--- src/design/lcdts_pkg.sv ---
`timescale 1ns / 1ps

package lcdts_pkg;

    // Operation codes
    localparam logic [2:0] OP_PUT_CHAR   = 3'd0;
    localparam logic [2:0] OP_SET_POS    = 3'd1;
    localparam logic [2:0] OP_CLEAR      = 3'd2;
    localparam logic [2:0] OP_CURSOR_ON  = 3'd3;
    localparam logic [2:0] OP_CURSOR_OFF = 3'd4;
    localparam logic [2:0] OP_INIT       = 3'd5;

    // Special characters
    localparam logic [7:0] CH_BACKSPACE = 8'h08;
    localparam logic [7:0] CH_NEWLINE   = 8'h0a;
    localparam logic [7:0] CH_SPACE     = 8'h20;

    // Delay classes
    localparam logic [1:0] WAIT_NONE  = 2'd0;
    localparam logic [1:0] WAIT_SHORT = 2'd1;
    localparam logic [1:0] WAIT_LONG  = 2'd2;

    // Register select
    localparam logic RS_CMD  = 1'b0;
    localparam logic RS_DATA = 1'b1;

    // LCD commands and address limits
    localparam logic [7:0] CMD_SET_DDRAM   = 8'h80;
    localparam logic [7:0] CMD_CLEAR       = 8'h01;
    localparam logic [7:0] CMD_CURSOR_ON   = 8'h0e;
    localparam logic [7:0] CMD_CURSOR_OFF  = 8'h0c;
    localparam logic [6:0] ADDR_LINE1_END  = 7'h28;
    localparam logic [6:0] ADDR_LINE2      = 7'h40;
    localparam logic [6:0] ADDR_LINE2_END  = 7'h68;

    // Last step of each run kind
    localparam logic [3:0] LAST_STEP_BYTE      = 4'd1;
    localparam logic [3:0] LAST_STEP_BACKSPACE = 4'd5;
    localparam logic [3:0] LAST_STEP_INIT      = 4'd15;

    localparam int QUEUE_DEPTH = 2;

    typedef struct packed {
        logic [2:0] opcode;
        logic [7:0] char_code;
        logic [1:0] row;
        logic [5:0] col;
    } cmd_item_t;

    typedef struct packed {
        logic [3:0] nibble;
        logic       reg_select;
        logic [1:0] pre_wait;
        logic [1:0] post_wait;
        logic       last;
    } lcd_item_t;

    typedef enum logic [1:0] {
        RUN_BYTE,
        RUN_BACKSPACE,
        RUN_INIT
    } run_kind_t;

    // One queued run: the back end expands it into strobes
    typedef struct packed {
        run_kind_t  kind;
        logic [7:0] data;
        logic       reg_select;
        logic [1:0] post_wait;
    } run_t;

    typedef struct packed {
        logic [3:0] nibble;
        logic [1:0] pre_wait;
        logic [1:0] post_wait;
    } init_step_t;

    // Power-on sequence: four single nibbles, then six command bytes
    function automatic init_step_t init_strobe(input logic [3:0] step);
        init_step_t s;
        s = '{nibble: 4'h0, pre_wait: WAIT_NONE, post_wait: WAIT_NONE};
        unique case (step)
            4'd0:    s = '{4'h3, WAIT_LONG, WAIT_LONG};
            4'd1:    s = '{4'h3, WAIT_NONE, WAIT_LONG};
            4'd2:    s = '{4'h3, WAIT_NONE, WAIT_NONE};
            4'd3:    s = '{4'h2, WAIT_NONE, WAIT_NONE};
            4'd4:    s = '{4'h2, WAIT_NONE, WAIT_NONE};
            4'd5:    s = '{4'h8, WAIT_NONE, WAIT_SHORT};
            4'd6:    s = '{4'h0, WAIT_NONE, WAIT_NONE};
            4'd7:    s = '{4'h8, WAIT_NONE, WAIT_SHORT};
            4'd8:    s = '{4'h0, WAIT_NONE, WAIT_NONE};
            4'd9:    s = '{4'hc, WAIT_NONE, WAIT_SHORT};
            4'd10:   s = '{4'h0, WAIT_NONE, WAIT_NONE};
            4'd11:   s = '{4'h1, WAIT_NONE, WAIT_LONG};
            4'd12:   s = '{4'h0, WAIT_NONE, WAIT_NONE};
            4'd13:   s = '{4'h6, WAIT_NONE, WAIT_SHORT};
            4'd14:   s = '{4'h0, WAIT_NONE, WAIT_NONE};
            default: s = '{4'h1, WAIT_NONE, WAIT_LONG};
        endcase
        return s;
    endfunction

endpackage

--- src/design/lcdts_front.sv ---
`timescale 1ns / 1ps

module lcdts_front (
    input  logic                 clk,
    input  logic                 rst_n,
    input  logic                 cmd_valid,
    output logic                 cmd_stall,
    input  lcdts_pkg::cmd_item_t cmd_item,
    input  logic                 queue_full,
    output logic                 push,
    output lcdts_pkg::run_t      push_run
);

    logic [6:0] cursor_reg;
    logic [6:0] cursor_next;
    logic [6:0] addr_dec;
    logic [6:0] addr_inc;
    logic [6:0] addr_set;
    logic       has_run;
    logic       accept;

    assign cmd_stall = queue_full;
    assign accept    = cmd_valid && !queue_full;
    assign push      = accept && has_run;

    assign addr_dec = cursor_reg - 7'd1;
    assign addr_inc = cursor_reg + 7'd1;
    // col - 1 modulo 128; a row above one toggles into line two
    assign addr_set = ({1'b0, cmd_item.col} - 7'd1)
                      ^ ((cmd_item.row > 2'd1) ? lcdts_pkg::ADDR_LINE2 : 7'd0);

    always_comb
    begin
        cursor_next = cursor_reg;
        has_run     = 1'b0;
        push_run    = '{kind: lcdts_pkg::RUN_BYTE, data: 8'h00,
                        reg_select: lcdts_pkg::RS_CMD, post_wait: lcdts_pkg::WAIT_SHORT};
        unique case (cmd_item.opcode)
            lcdts_pkg::OP_PUT_CHAR:
            begin
                if (cmd_item.char_code == lcdts_pkg::CH_BACKSPACE)
                begin
                    if (cursor_reg != 7'd0)
                    begin
                        cursor_next   = addr_dec;
                        has_run       = 1'b1;
                        push_run.kind = lcdts_pkg::RUN_BACKSPACE;
                        push_run.data = lcdts_pkg::CMD_SET_DDRAM | {1'b0, addr_dec};
                    end
                end
                else if (cmd_item.char_code == lcdts_pkg::CH_NEWLINE)
                begin
                    has_run = 1'b1;
                    if (cursor_reg < lcdts_pkg::ADDR_LINE2)
                    begin
                        cursor_next   = lcdts_pkg::ADDR_LINE2;
                        push_run.data = lcdts_pkg::CMD_SET_DDRAM
                                        | {1'b0, lcdts_pkg::ADDR_LINE2};
                    end
                    else
                    begin
                        cursor_next        = 7'd0;
                        push_run.data      = lcdts_pkg::CMD_CLEAR;
                        push_run.post_wait = lcdts_pkg::WAIT_LONG;
                    end
                end
                else
                begin
                    has_run             = 1'b1;
                    push_run.data       = cmd_item.char_code;
                    push_run.reg_select = lcdts_pkg::RS_DATA;
                    // wrap line one into line two, line two back to home
                    if (addr_inc == lcdts_pkg::ADDR_LINE1_END)
                        cursor_next = lcdts_pkg::ADDR_LINE2;
                    else if (addr_inc == lcdts_pkg::ADDR_LINE2_END)
                        cursor_next = 7'd0;
                    else
                        cursor_next = addr_inc;
                end
            end
            lcdts_pkg::OP_SET_POS:
            begin
                has_run       = 1'b1;
                cursor_next   = addr_set;
                push_run.data = lcdts_pkg::CMD_SET_DDRAM | {1'b0, addr_set};
            end
            lcdts_pkg::OP_CLEAR:
            begin
                has_run            = 1'b1;
                cursor_next        = 7'd0;
                push_run.data      = lcdts_pkg::CMD_CLEAR;
                push_run.post_wait = lcdts_pkg::WAIT_LONG;
            end
            lcdts_pkg::OP_CURSOR_ON:
            begin
                has_run       = 1'b1;
                push_run.data = lcdts_pkg::CMD_CURSOR_ON;
            end
            lcdts_pkg::OP_CURSOR_OFF:
            begin
                has_run       = 1'b1;
                push_run.data = lcdts_pkg::CMD_CURSOR_OFF;
            end
            lcdts_pkg::OP_INIT:
            begin
                has_run       = 1'b1;
                cursor_next   = 7'd0;
                push_run.kind = lcdts_pkg::RUN_INIT;
            end
            default:
            begin
                has_run = 1'b0;
            end
        endcase
    end

    always_ff @(posedge clk or negedge rst_n)
    begin
        if (!rst_n)
            cursor_reg <= 7'd0;
        else if (accept)
            cursor_reg <= cursor_next;
    end

endmodule

--- src/design/lcdts_queue.sv ---
`timescale 1ns / 1ps

module lcdts_queue #(
    parameter int Depth = lcdts_pkg::QUEUE_DEPTH
) (
    input  logic            clk,
    input  logic            rst_n,
    input  logic            push,
    input  lcdts_pkg::run_t push_run,
    output logic            full,
    input  logic            pop,
    output logic            head_valid,
    output lcdts_pkg::run_t head_run
);

    localparam int PtrW = (Depth > 1) ? $clog2(Depth) : 1;
    localparam int CntW = $clog2(Depth + 1);

    lcdts_pkg::run_t mem_reg [Depth];
    logic [PtrW-1:0] wr_ptr_reg;
    logic [PtrW-1:0] rd_ptr_reg;
    logic [CntW-1:0] count_reg;
    logic [PtrW-1:0] wr_ptr_next;
    logic [PtrW-1:0] rd_ptr_next;
    logic [CntW-1:0] count_next;
    logic            do_push;
    logic            do_pop;

    assign full       = (count_reg == CntW'(Depth));
    assign head_valid = (count_reg != '0);
    assign head_run   = mem_reg[rd_ptr_reg];
    assign do_push    = push && !full;
    assign do_pop     = pop && head_valid;

    assign wr_ptr_next = (wr_ptr_reg == PtrW'(Depth - 1)) ? '0 : wr_ptr_reg + 1'b1;
    assign rd_ptr_next = (rd_ptr_reg == PtrW'(Depth - 1)) ? '0 : rd_ptr_reg + 1'b1;

    always_comb
    begin
        count_next = count_reg;
        if (do_push && !do_pop)
            count_next = count_reg + 1'b1;
        else if (do_pop && !do_push)
            count_next = count_reg - 1'b1;
    end

    always_ff @(posedge clk)
    begin
        if (do_push)
            mem_reg[wr_ptr_reg] <= push_run;
    end

    always_ff @(posedge clk or negedge rst_n)
    begin
        if (!rst_n)
        begin
            wr_ptr_reg <= '0;
            rd_ptr_reg <= '0;
            count_reg  <= '0;
        end
        else
        begin
            if (do_push)
                wr_ptr_reg <= wr_ptr_next;
            if (do_pop)
                rd_ptr_reg <= rd_ptr_next;
            count_reg <= count_next;
        end
    end

endmodule

--- src/design/lcdts_back.sv ---
`timescale 1ns / 1ps

module lcdts_back (
    input  logic                 clk,
    input  logic                 rst_n,
    input  logic                 head_valid,
    input  lcdts_pkg::run_t      head_run,
    output logic                 pop,
    output logic                 lcd_valid,
    input  logic                 lcd_stall,
    output lcdts_pkg::lcd_item_t lcd_item
);

    logic [3:0]           step_reg;
    logic [3:0]           step_next;
    logic                 out_valid_reg;
    logic                 out_valid_next;
    lcdts_pkg::lcd_item_t out_reg;
    lcdts_pkg::lcd_item_t strobe;
    lcdts_pkg::init_step_t init_s;
    logic [7:0]           bs_byte;
    logic                 bs_rs;
    logic                 load;

    assign lcd_valid = out_valid_reg;
    assign lcd_item  = out_reg;

    assign init_s = lcdts_pkg::init_strobe(step_reg);

    // Backspace: set position, space, set position again
    assign bs_byte = (step_reg[2:1] == 2'd1) ? lcdts_pkg::CH_SPACE : head_run.data;
    assign bs_rs   = (step_reg[2:1] == 2'd1) ? lcdts_pkg::RS_DATA : lcdts_pkg::RS_CMD;

    always_comb
    begin
        strobe = '0;
        unique case (head_run.kind)
            lcdts_pkg::RUN_BYTE:
            begin
                strobe.nibble     = step_reg[0] ? head_run.data[3:0] : head_run.data[7:4];
                strobe.reg_select = head_run.reg_select;
                strobe.pre_wait   = lcdts_pkg::WAIT_NONE;
                strobe.post_wait  = step_reg[0] ? head_run.post_wait : lcdts_pkg::WAIT_NONE;
                strobe.last       = (step_reg == lcdts_pkg::LAST_STEP_BYTE);
            end
            lcdts_pkg::RUN_BACKSPACE:
            begin
                strobe.nibble     = step_reg[0] ? bs_byte[3:0] : bs_byte[7:4];
                strobe.reg_select = bs_rs;
                strobe.pre_wait   = lcdts_pkg::WAIT_NONE;
                strobe.post_wait  = step_reg[0] ? lcdts_pkg::WAIT_SHORT
                                                : lcdts_pkg::WAIT_NONE;
                strobe.last       = (step_reg == lcdts_pkg::LAST_STEP_BACKSPACE);
            end
            lcdts_pkg::RUN_INIT:
            begin
                strobe.nibble     = init_s.nibble;
                strobe.reg_select = lcdts_pkg::RS_CMD;
                strobe.pre_wait   = init_s.pre_wait;
                strobe.post_wait  = init_s.post_wait;
                strobe.last       = (step_reg == lcdts_pkg::LAST_STEP_INIT);
            end
            default:
            begin
                strobe = '0;
            end
        endcase
    end

    // Load a new strobe whenever the output register is free or draining
    assign load           = head_valid && (!out_valid_reg || !lcd_stall);
    assign pop            = load && strobe.last;
    assign out_valid_next = load || (out_valid_reg && lcd_stall);

    always_comb
    begin
        step_next = step_reg;
        if (load)
            step_next = strobe.last ? 4'd0 : step_reg + 4'd1;
    end

    always_ff @(posedge clk or negedge rst_n)
    begin
        if (!rst_n)
        begin
            step_reg      <= 4'd0;
            out_valid_reg <= 1'b0;
        end
        else
        begin
            step_reg      <= step_next;
            out_valid_reg <= out_valid_next;
        end
    end

    always_ff @(posedge clk)
    begin
        if (load)
            out_reg <= strobe;
    end

endmodule

--- src/design/char_lcd_terminal_sequencer.sv ---
`timescale 1ns / 1ps
// Path: an accepted operation enters the run queue, then its first strobe is registered at the output.
// Throughput: one strobe per cycle from the back end while lcd_stall is low; an operation is 2 strobes
// (single byte), 6 (backspace) or 16 (init), set by the strobe step counter.
// The run queue lets the front take new operations while strobes are still pending.
// Reset: asynchronous, active low; cursor address 0, queue empty, no strobe valid.

module char_lcd_terminal_sequencer #(
    parameter int QueueDepth = lcdts_pkg::QUEUE_DEPTH
) (
    input  logic                 clk,
    input  logic                 rst_n,
    input  logic                 cmd_valid,
    output logic                 cmd_stall,
    input  lcdts_pkg::cmd_item_t cmd_item,
    output logic                 lcd_valid,
    input  logic                 lcd_stall,
    output lcdts_pkg::lcd_item_t lcd_item
);

    logic            push;
    lcdts_pkg::run_t push_run;
    logic            queue_full;
    logic            pop;
    logic            head_valid;
    lcdts_pkg::run_t head_run;

    lcdts_front u_front (
        .clk        (clk),
        .rst_n      (rst_n),
        .cmd_valid  (cmd_valid),
        .cmd_stall  (cmd_stall),
        .cmd_item   (cmd_item),
        .queue_full (queue_full),
        .push       (push),
        .push_run   (push_run)
    );

    lcdts_queue #(
        .Depth (QueueDepth)
    ) u_queue (
        .clk        (clk),
        .rst_n      (rst_n),
        .push       (push),
        .push_run   (push_run),
        .full       (queue_full),
        .pop        (pop),
        .head_valid (head_valid),
        .head_run   (head_run)
    );

    lcdts_back u_back (
        .clk        (clk),
        .rst_n      (rst_n),
        .head_valid (head_valid),
        .head_run   (head_run),
        .pop        (pop),
        .lcd_valid  (lcd_valid),
        .lcd_stall  (lcd_stall),
        .lcd_item   (lcd_item)
    );

endmodule
--- config.mk ---
export PLATFORM = sky130hd
export DESIGN_NAME = char_lcd_terminal_sequencer
export DESIGN_NICKNAME = d
export VERILOG_FILES = /design/src/design/lcdts_pkg.sv /design/src/design/lcdts_front.sv /design/src/design/lcdts_queue.sv /design/src/design/lcdts_back.sv /design/src/design/char_lcd_terminal_sequencer.sv
export SDC_FILE = /design/constraint.sdc
export NUM_CORES = 1
export LEC_CHECK = 0
export ABC_CLOCK_PERIOD_IN_PS = 7100
export BUFFER_PORTS_ARGS = -buffer_cell sky130_fd_sc_hd__buf_4
export CAP_MARGIN = 20
export CELL_PAD_IN_SITES_DETAIL_PLACEMENT = 0
export CELL_PAD_IN_SITES_GLOBAL_PLACEMENT = 1
export CORE_ASPECT_RATIO = 1.2
export CORE_MARGIN = 4
export CORE_UTILIZATION = 50
export DETAILED_ROUTE_END_ITERATION = 12
export GPL_ROUTABILITY_DRIVEN = 0
export PLACE_DENSITY = 0.84
export SYNTH_ARGS = -nofsm -noshare
export SYNTH_HDL_FRONTEND = slang
export SYNTH_SLANG_ARGS = --single-unit
--- constraint.sdc ---
create_clock -name clk -period 7.1 [get_ports clk]
set_clock_uncertainty 0.1 [all_clocks]
set_input_delay 1.065 -clock clk [delete_from_list [all_inputs] [get_ports clk]]
set_output_delay 1.065 -clock clk [all_outputs]
set_load 0.005 [all_outputs]
==> impl_metrics.ini, run 1 <==
[layout]
antenna_cells = 0
post-route-util_pct = 57.6
final_common_cell = edfxtp_1
area_growth_pct = 12.1
largest_reg_flops = 26
final_cell_mix = 35 x edfxtp_1, 34 x buf_4, 25 x nand2_1
drive_above_1_share_pct = 17.3
fin_nets = 357

[route]
drt_iter0_drc = 93
dr.pass1.iters = 4
wl_um = 6440
via_count = 2270
routed_via_density = 5.60
ant_nets = 0
drcViolationCount = 0
wl_per_cell_um = 15.9

[floorplanning]
start_util_pct = 51.4
die_w_um = 79.8
rows = 31
core_mm2 = 0.00601
die_area_mm2 = 0.00751
ios = 35
die_y_um = 94.1

[timing]
finalHoldViolCount = 0
period_share_pct = 48.0
rsz0062_at_grt = false
drv_slew = 0
period_needed_ns = 3.41
final-setup-viol-count = 0
tns_ns = 0
tightest_slew_ns = 0.794
fmax_mhz = 294
relSlewSlack_pct = 47.1

[min_path]
hold_depth = 1
min_from = u_queue.wr_ptr_reg
hp-class = reg2reg

[critical_path]
r2r_cells = 10
regToRegStartpoint = u_queue.rd_ptr_reg
critical_path_arrival_ns = 3.54
end_kind = flip-flop
cp.required_ns = 7.23
cp_top_family = simple AND/OR/NAND/NOR gates
critical_path_depth = 10
cp-startpoint = u_queue.rd_ptr_reg
worst-path-max-fanout = 11
slowest_delay_ns = 0.72
start_kind = flip-flop
crit_buf_inv = 1
crit_path_top_delay_cell = dfrtp_1
crit_chain = mux2i_1 -> inv_1 -> ha_1 -> or4_4 -> a2111oi_4 -> nand2_1 -> ha_1 -> xor2_1 -> nor2_1 -> xor2_1
path_class = reg2reg

[clock_network]
path_clk_slew_ns = 0.09
cts_root_buf = clkbuf_8
cts_made_buffers = 5
cts_resized = 0
clkSinkCount = 51
cts_setup_buffers = 0
clock_path_buffers = 2
cts_tree = done
htreeDepth = 2
holdBufCountCts = 0
clock_latency_ns = 0.30

[synthesis]
yosys.area_share.simple_pct = 16.7
netlist_instances = 299
synth_top_cell_by_area = edfxtp_1
synth_compound_area_share_pct = 15.7
synth.area.top_cells = edfxtp_1 34%, dfrtp_1 13%, ha_1 4.9%
synth_top_family_by_area = simple AND/OR/NAND/NOR gates
synth_seq_cells = 51
synth-edff-count = 35
yosysWarnings = 0
synth_nets = 334
synthXorXnorAreaFrac_pct = 5.67
synth_flop_cell = edfxtp_1
yosys-mux-area-fraction_pct = 5.55
ys_seq_area_share_pct = 47.0
synth.avg_cell_area_um2 = 10.3
syn_area_mm2 = 0.00309
yosys.area_share.adder_pct = 4.86
async_flop_share_pct = 31.4
synthDistinctLibCells = 53
synth_top_area_share_pct = 34.0

[placement]
port-buffer-count = 32
hpwl_um = 4960

[status]
outcome = finished clean

[power_and_ir_drop]
power_mw = 1.20
ir_drop_mv = 0.183
p_leak_nw = 1.36
power_density_mw_per_mm2 = 347

[global_routing]
grt.overflow.total = 0
grt-busiest-layer = met2
track_usage_pct = 18.3
grtUsageMet3_pct = 2.02
grt_pass1_wl_um = 10500
antenna_found_initial = 0
use_met2_pct = 34.3
gr-usage-met1_pct = 20.8
grt_max_degree = 18
grt_pass1_vias = 2148

[job]
maxCapViolCount = 0
## where the power goes
| group | switching, mW | total, mW | internal, mW | leakage [nW] |
|---|---|---|---|---|
| Sequential | 0.116 | 0.546 | 0.430 | 0.519 |
| Clock | 0.0885 | 0.178 | 0.0890 | 0.0515 |
| Combinational | 0.246 | 0.478 | 0.233 | 0.785 |
## cell type report
class / instances / area [um^2]
Inverter: 14 / 52.6
Sequential cell: 51 / 1450
Multi-Input combinational cell: 216 / 1500
Clock buffer: 8 / 100
Tap cell: 82 / 103
Fill cell: 537 / 2550
Timing Repair Buffer: 34 / 255
## Yosys cell counts, types with 3 or more instances
cell / number
o21ai_0: 15
nor2b_1: 6
and2_1: 5
clkbuf_1: 11
mux2_2: 3
mux4_2: 3
a31oi_1: 4
o31ai_1: 3
ha_1: 12
dfrtp_1: 16
xnor2_1: 8
mux2i_1: 7
a21oi_1: 16
inv_1: 14
nor2_1: 20
a221o_1: 3
o22ai_1: 4
nand2_1: 25
nand2b_1: 6
or3_1: 4
a22o_1: 3
o211ai_1: 5
edfxtp_1: 35
xor2_1: 12
nand3_1: 11
nor3_1: 9
buf_2: 5
## metrics by stage
stage	hold WS (ns)	instances	cell area, um^2	setup slack [ns]
2_1_floorplan	0.355	299	3090	4.03
3_3_place_gp	0.374	396	3350	3.67
3_5_place_dp	0.377	396	3350	3.66
4_1_cts	0.396	404	3450	3.64
5_1_grt	0.425	405	3460	3.46
6_report	0.391	405	3460	3.69
## logic make-up after synthesis
| kind of cell | count (synthesis) |
|---|---|
| compound gates | 70 |
| other cells | 1 |
| flops | 51 |
| xor+xnor | 20 |
| mux | 13 |
| fa+ha+maj | 12 |
| simple gates | 100 |
| buf+inv | 32 |
## per-layer routing
layer,share of wire [%],vias to the layer above
li1,-,1135
met1,41,1082
met2,54,42
met3,2.8,11
met4,2.3,0
met5,0,-
## final timing paths
check	to	slack [ns]
max in group asynchronous	u_back.lcd_valid	6.20
hold / removal	u_queue.wr_ptr_reg	0.39
setup / recovery	u_queue.count_reg[1]	3.69
setup reg to reg	u_queue.count_reg[1]	3.69
hold reg to reg	u_queue.wr_ptr_reg	0.39
min in group asynchronous	u_queue.count_reg[1]	0.51
## worst register-to-register path, stage by stage (launching register included)
cell,delay [ns]
dfrtp_1,0.72
mux2i_1,0.35
inv_1,0.11
ha_1,0.29
or4_4,0.52
a2111oi_4,0.42
nand2_1,0.15
ha_1,0.27
xor2_1,0.14
nor2_1,0.11
xor2_1,0.15
Note: power is estimated with default switching activity, not from simulation.
==> run 2: changes to the inputs <==
--- a/config.mk
+++ b/config.mk
@@ -5,17 +5,17 @@
 export SDC_FILE = /design/constraint.sdc
 export NUM_CORES = 1
 export LEC_CHECK = 0
-export ABC_CLOCK_PERIOD_IN_PS = 7100
+export ABC_CLOCK_PERIOD_IN_PS = 3300
 export BUFFER_PORTS_ARGS = -buffer_cell sky130_fd_sc_hd__buf_4
 export CAP_MARGIN = 20
 export CELL_PAD_IN_SITES_DETAIL_PLACEMENT = 0
 export CELL_PAD_IN_SITES_GLOBAL_PLACEMENT = 1
 export CORE_ASPECT_RATIO = 1.2
 export CORE_MARGIN = 4
-export CORE_UTILIZATION = 50
+export CORE_UTILIZATION = 46
 export DETAILED_ROUTE_END_ITERATION = 12
 export GPL_ROUTABILITY_DRIVEN = 0
-export PLACE_DENSITY = 0.84
+export PLACE_DENSITY = 0.78
 export SYNTH_ARGS = -nofsm -noshare
 export SYNTH_HDL_FRONTEND = slang
 export SYNTH_SLANG_ARGS = --single-unit
==> constraint.sdc (replaced) <==
create_clock -name clk -period 3.3 [get_ports clk]
set_clock_uncertainty 0.1 [all_clocks]
set_input_delay 0.495 -clock clk [delete_from_list [all_inputs] [get_ports clk]]
set_output_delay 0.495 -clock clk [all_outputs]
set_load 0.005 [all_outputs]
==> impl_metrics.ini, run 2 (synthesis gave the netlist of run 1 again) <==
[status]
outcome = finished clean

[job]
maxCapViolCount = 0

[timing]
period_share_pct = 89.2
finalHoldViolCount = 0
tns_ns = 0
fmax_mhz = 340
relSlewSlack_pct = 62.7
tightest_slew_ns = 0.559
period_needed_ns = 2.94
final-setup-viol-count = 0
drv_slew = 0
rsz0062_at_grt = false

[clock_network]
cts_tree = done
cts_made_buffers = 5
path_clk_slew_ns = 0.09
clock_latency_ns = 0.30
htreeDepth = 2
clock_path_buffers = 2
cts_root_buf = clkbuf_8
cts_setup_buffers = 0
holdBufCountCts = 1
cts_resized = 0
clkSinkCount = 51

[floorplanning]
ios = 35
die_y_um = 97.8
start_util_pct = 47.6
die_w_um = 82.8
core_mm2 = 0.00649
rows = 32
die_area_mm2 = 0.00810

[critical_path]
path_class = reg2reg
regToRegStartpoint = u_queue.rd_ptr_reg
end_kind = flip-flop
worst-path-max-fanout = 7
cp-startpoint = u_queue.rd_ptr_reg
cp.required_ns = 3.43
critical_path_arrival_ns = 3.07
start_kind = flip-flop

[global_routing]
grt_pass1_vias = 2219
track_usage_pct = 16.9
grt_pass1_wl_um = 11000
grt_max_degree = 18
antenna_found_initial = 0
grt.overflow.total = 0

[power_and_ir_drop]
p_leak_nw = 1.37
power_mw = 2.57
ir_drop_mv = 0.373
power_density_mw_per_mm2 = 736

[layout]
fin_nets = 362
largest_reg_flops = 26
drive_above_1_share_pct = 17.7
area_growth_pct = 12.8
fillCellCount = 598
final_common_cell = buf_4
antenna_cells = 0
final_cell_mix = 38 x buf_4, 35 x edfxtp_1, 25 x nand2_1

[min_path]
min_from = lcd_stall
hp-class = in2reg

[route]
drt_iter0_drc = 61
dr.pass1.iters = 4
wl_um = 6630
via_count = 2253
routed_via_density = 5.46
wl_per_cell_um = 16.0
ant_nets = 0
drcViolationCount = 0

[placement]
hpwl_um = 5190
port-buffer-count = 32
==> run 2: routing by layer <==
| metal | global-route usage, % | wire (um) | vias up |
|---|---|---|---|
| li1 | - | - | 1146 |
| met4 | 6.54 | 154 | 0 |
| met1 | 19.0 | 2730 | 1057 |
| met2 | 31.4 | 3550 | 40 |
| met5 | 0 | 0 | - |
| met3 | 3.12 | 195 | 10 |
==> run 2: final timing paths <==
| path | to | slack [ns] | cells past startpoint |
|---|---|---|---|
| worst max-delay path | u_queue.count_reg[1] | 0.36 | 9 |
| worst min-delay path | u_back.lcd_valid | 0.30 | 3 |
| worst max register to register | u_queue.count_reg[1] | 0.36 | 9 |
| worst min register to register | u_queue.wr_ptr_reg | 0.40 | 1 |
| max in group asynchronous | u_back.step_reg[1] | 2.42 | 2 |
| min in group asynchronous | u_front.cursor_reg[5] | 0.49 | 2 |
==> run 2: critical path: stages, from the launching register on <==
cell	delay, ns
dfrtp_1	0.54
mux2i_1	0.35
ha_1	0.28
nor2_1	0.08
or4_4	0.43
a2111oi_4	0.32
nand2_1	0.14
ha_1	0.34
nor2_1	0.14
xor2_1	0.15
==> run 2: final cells by class <==
type	instances	area [um^2]	area share [%]
Multi-Input combinational cell	216	1500	43.0
Sequential cell	51	1450	41.6
Timing Repair Buffer	39	295	8.47
Tap cell	85	106	3.05
Clock buffer	6	72.6	2.08
Inverter	14	52.6	1.51
Clock inverter	2	7.51	0.215
==> run 2: through the flow <==
step	util (%)	worst slack [ns]	instance area, um^2	std cells	hold slack [ns]
2_1_floorplan	-	0.230	3090	299	0.0994
3_3_place_gp	52.4	0.366	3400	404	0.271
3_5_place_dp	52.4	0.324	3400	404	0.273
4_1_cts	53.7	0.302	3490	413	0.294
5_1_grt	53.7	0.0358	3490	413	0.317
6_report	53.7	0.357	3490	413	0.299
==> run 2: power by group <==
group          leakage [nW]  switching, mW  total [mW]  internal [mW]
Sequential            0.519          0.235        1.16          0.926
Combinational         0.810          0.548        1.07          0.521
Clock                0.0403          0.190       0.335          0.145
==> run 3: changes to the inputs <==
--- a/config.mk
+++ b/config.mk
@@ -5,7 +5,7 @@
 export SDC_FILE = /design/constraint.sdc
 export NUM_CORES = 1
 export LEC_CHECK = 0
-export ABC_CLOCK_PERIOD_IN_PS = 3300
+export ABC_CLOCK_PERIOD_IN_PS = 2850
 export BUFFER_PORTS_ARGS = -buffer_cell sky130_fd_sc_hd__buf_4
 export CAP_MARGIN = 20
 export CELL_PAD_IN_SITES_DETAIL_PLACEMENT = 0
@@ -16,6 +16,8 @@
 export DETAILED_ROUTE_END_ITERATION = 12
 export GPL_ROUTABILITY_DRIVEN = 0
 export PLACE_DENSITY = 0.78
+export REMOVE_ABC_BUFFERS = 1
+export SLEW_MARGIN = 20
 export SYNTH_ARGS = -nofsm -noshare
 export SYNTH_HDL_FRONTEND = slang
 export SYNTH_SLANG_ARGS = --single-unit
==> constraint.sdc (replaced) <==
create_clock -name clk -period 2.85 [get_ports clk]
set_clock_uncertainty 0.1 [all_clocks]
set_input_delay 0.4275 -clock clk [delete_from_list [all_inputs] [get_ports clk]]
set_output_delay 0.4275 -clock clk [all_outputs]
set_load 0.005 [all_outputs]
==> impl_metrics.ini, run 3 (synthesis gave the netlist of run 1 again) <==
[critical_path]
start_kind = flip-flop
cp.required_ns = 2.98
worst_r2r_endpoint = u_queue.count_reg[1]
end_kind = flip-flop
path_class = reg2reg
critical_path_arrival_ns = 2.87
regToRegStartpoint = u_queue.rd_ptr_reg
rrSetupSlack_ns = 0.11
r2r_cells = 11
worst-path-max-fanout = 4

[timing]
finalHoldViolCount = 0
relSlewSlack_pct = 65.6
period_share_pct = 96.1
drv_slew = 0
fin_ws_ns = 0.110
fmax_mhz = 365
period_needed_ns = 2.74
tightest_slew_ns = 0.514
final-setup-viol-count = 0
whs_ns = 0.231

[layout]
final_cell_mix = 46 x buf_4, 35 x edfxtp_1, 24 x nand2_1
fin_nets = 370
post-route-util_pct = 55.9
largest_reg_flops = 26
antenna_cells = 0
final_common_cell = buf_4
drive_above_1_share_pct = 22.3
fillCellCount = 614
area_growth_pct = 17.3
multiInputGateArea_mm2 = 0.00155
regArea_mm2 = 0.00145

[route]
routed_via_density = 5.63
drt_iter0_drc = 91
ant_nets = 0
via_count = 2372
wl_um = 6930
wl_per_cell_um = 16.5
drcViolationCount = 0
dr.pass1.iters = 4

[power_and_ir_drop]
pwr-share-clk_pct = 15.6
ir_drop_mv = 0.460
power_frac_comb_pct = 43.2
internal_power_mw = 2.01
power_density_mw_per_mm2 = 879
p_sw_mw = 1.18
power_mw = 3.19
seqPwrFrac_pct = 41.2
p_sw_share_pct = 37.0
p_leak_nw = 1.42

[placement]
pre_cts_ws_ns = 0.0709
hpwl_um = 5410
port-buffer-count = 32

[global_routing]
antenna_found_initial = 0
grt_max_degree = 18
track_usage_pct = 17.7
grt_pass1_wl_um = 11500
grt_pass1_vias = 2398
grt.overflow.total = 0

[floorplanning]
die_area_mm2 = 0.00810
die_y_um = 97.8
die_w_um = 82.8
core_mm2 = 0.00649
start_util_pct = 47.6
ios = 35
rows = 32

[clock_network]
clock_path_buffers = 2
cts_root_buf = clkbuf_8
htreeDepth = 2
clock_latency_ns = 0.30
cts_made_buffers = 5
path_clk_slew_ns = 0.09
cts_tree = done
clkSinkCount = 51

[status]
outcome = finished clean

[min_path]
min_from = lcd_stall
hp-class = in2reg
holdPathEnd = u_back.lcd_valid
hold_depth = 3

[job]
maxCapViolCount = 0
-- run 3: metal layers --
metal	vias up	track usage (%)	wire, um	part of all wire, %
li1	1162	-	-	-
met1	1150	18.8	2710	39
met2	50	34.3	3830	55
met3	10	3.12	233	3.4
met4	0	6.29	158	2.3
met5	-	0	0	0
-- run 3: cell type report --
type	instances	area share, %
Tap cell	85	2.94
Multi-Input combinational cell	216	42.7
Sequential cell	51	40.1
Clock inverter	2	1.00
Clock buffer	6	2.00
Inverter	14	1.45
Timing Repair Buffer	47	9.81
-- run 3: repair_timing --
action	4_1_cts	5_1_grt
hold buffers	1	0
buffers inserted	0	1
endpoints found under the setup margin	0	2
endpoints found under the hold margin	16	0
gates resized for setup	0	10
-- run 3: how the worst max path moves through the flow --
stage,slack [ns],endpoint,depth (start not counted),startpoint
final,0.11,u_queue.count_reg[1],11,u_queue.rd_ptr_reg
after CTS,0.05,u_queue.count_reg[1],11,u_queue.rd_ptr_reg
after floorplan,-0.22,u_queue.count_reg[1],10,u_queue.rd_ptr_reg
after detailed placement,0.07,u_queue.count_reg[1],11,u_queue.rd_ptr_reg
after global routing,-0.02,u_queue.count_reg[1],10,u_queue.rd_ptr_reg
after global placement,0.17,u_queue.count_reg[1],11,u_queue.rd_ptr_reg
-- run 3: power by group through the flow --
stage | Clock [mW] | Combinational [mW] | Sequential [mW]
floorplan | 0 | 0.849 | 1.30
global placement | 0 | 1.32 | 1.32
detailed placement | 0 | 1.35 | 1.32
CTS | 0.511 | 1.36 | 1.31
global route | 0.547 | 1.53 | 1.35
finish | 0.498 | 1.37 | 1.31
-- run 3: through the flow --
| step | cells | cell area [um^2] | setup TNS, ns |
|---|---|---|---|
| finish | 421 | 3620 | 0 |
| global route | 421 | 3620 | -0.0223 |
| CTS | 420 | 3570 | 0 |
| detailed placement | 411 | 3450 | 0 |
| global placement | 411 | 3450 | 0 |
| floorplan | 281 | 3000 | -0.342 |
-- run 3: critical path, cell delays in order (launching register included) --
cell,delay [ns]
dfrtp_2,0.43
mux2i_2,0.24
buf_4,0.17
ha_4,0.12
nor2_1,0.05
or4_4,0.43
a2111oi_4,0.39
nand2_2,0.14
ha_4,0.18
xor2_1,0.13
nor2_1,0.13
xor2_1,0.14
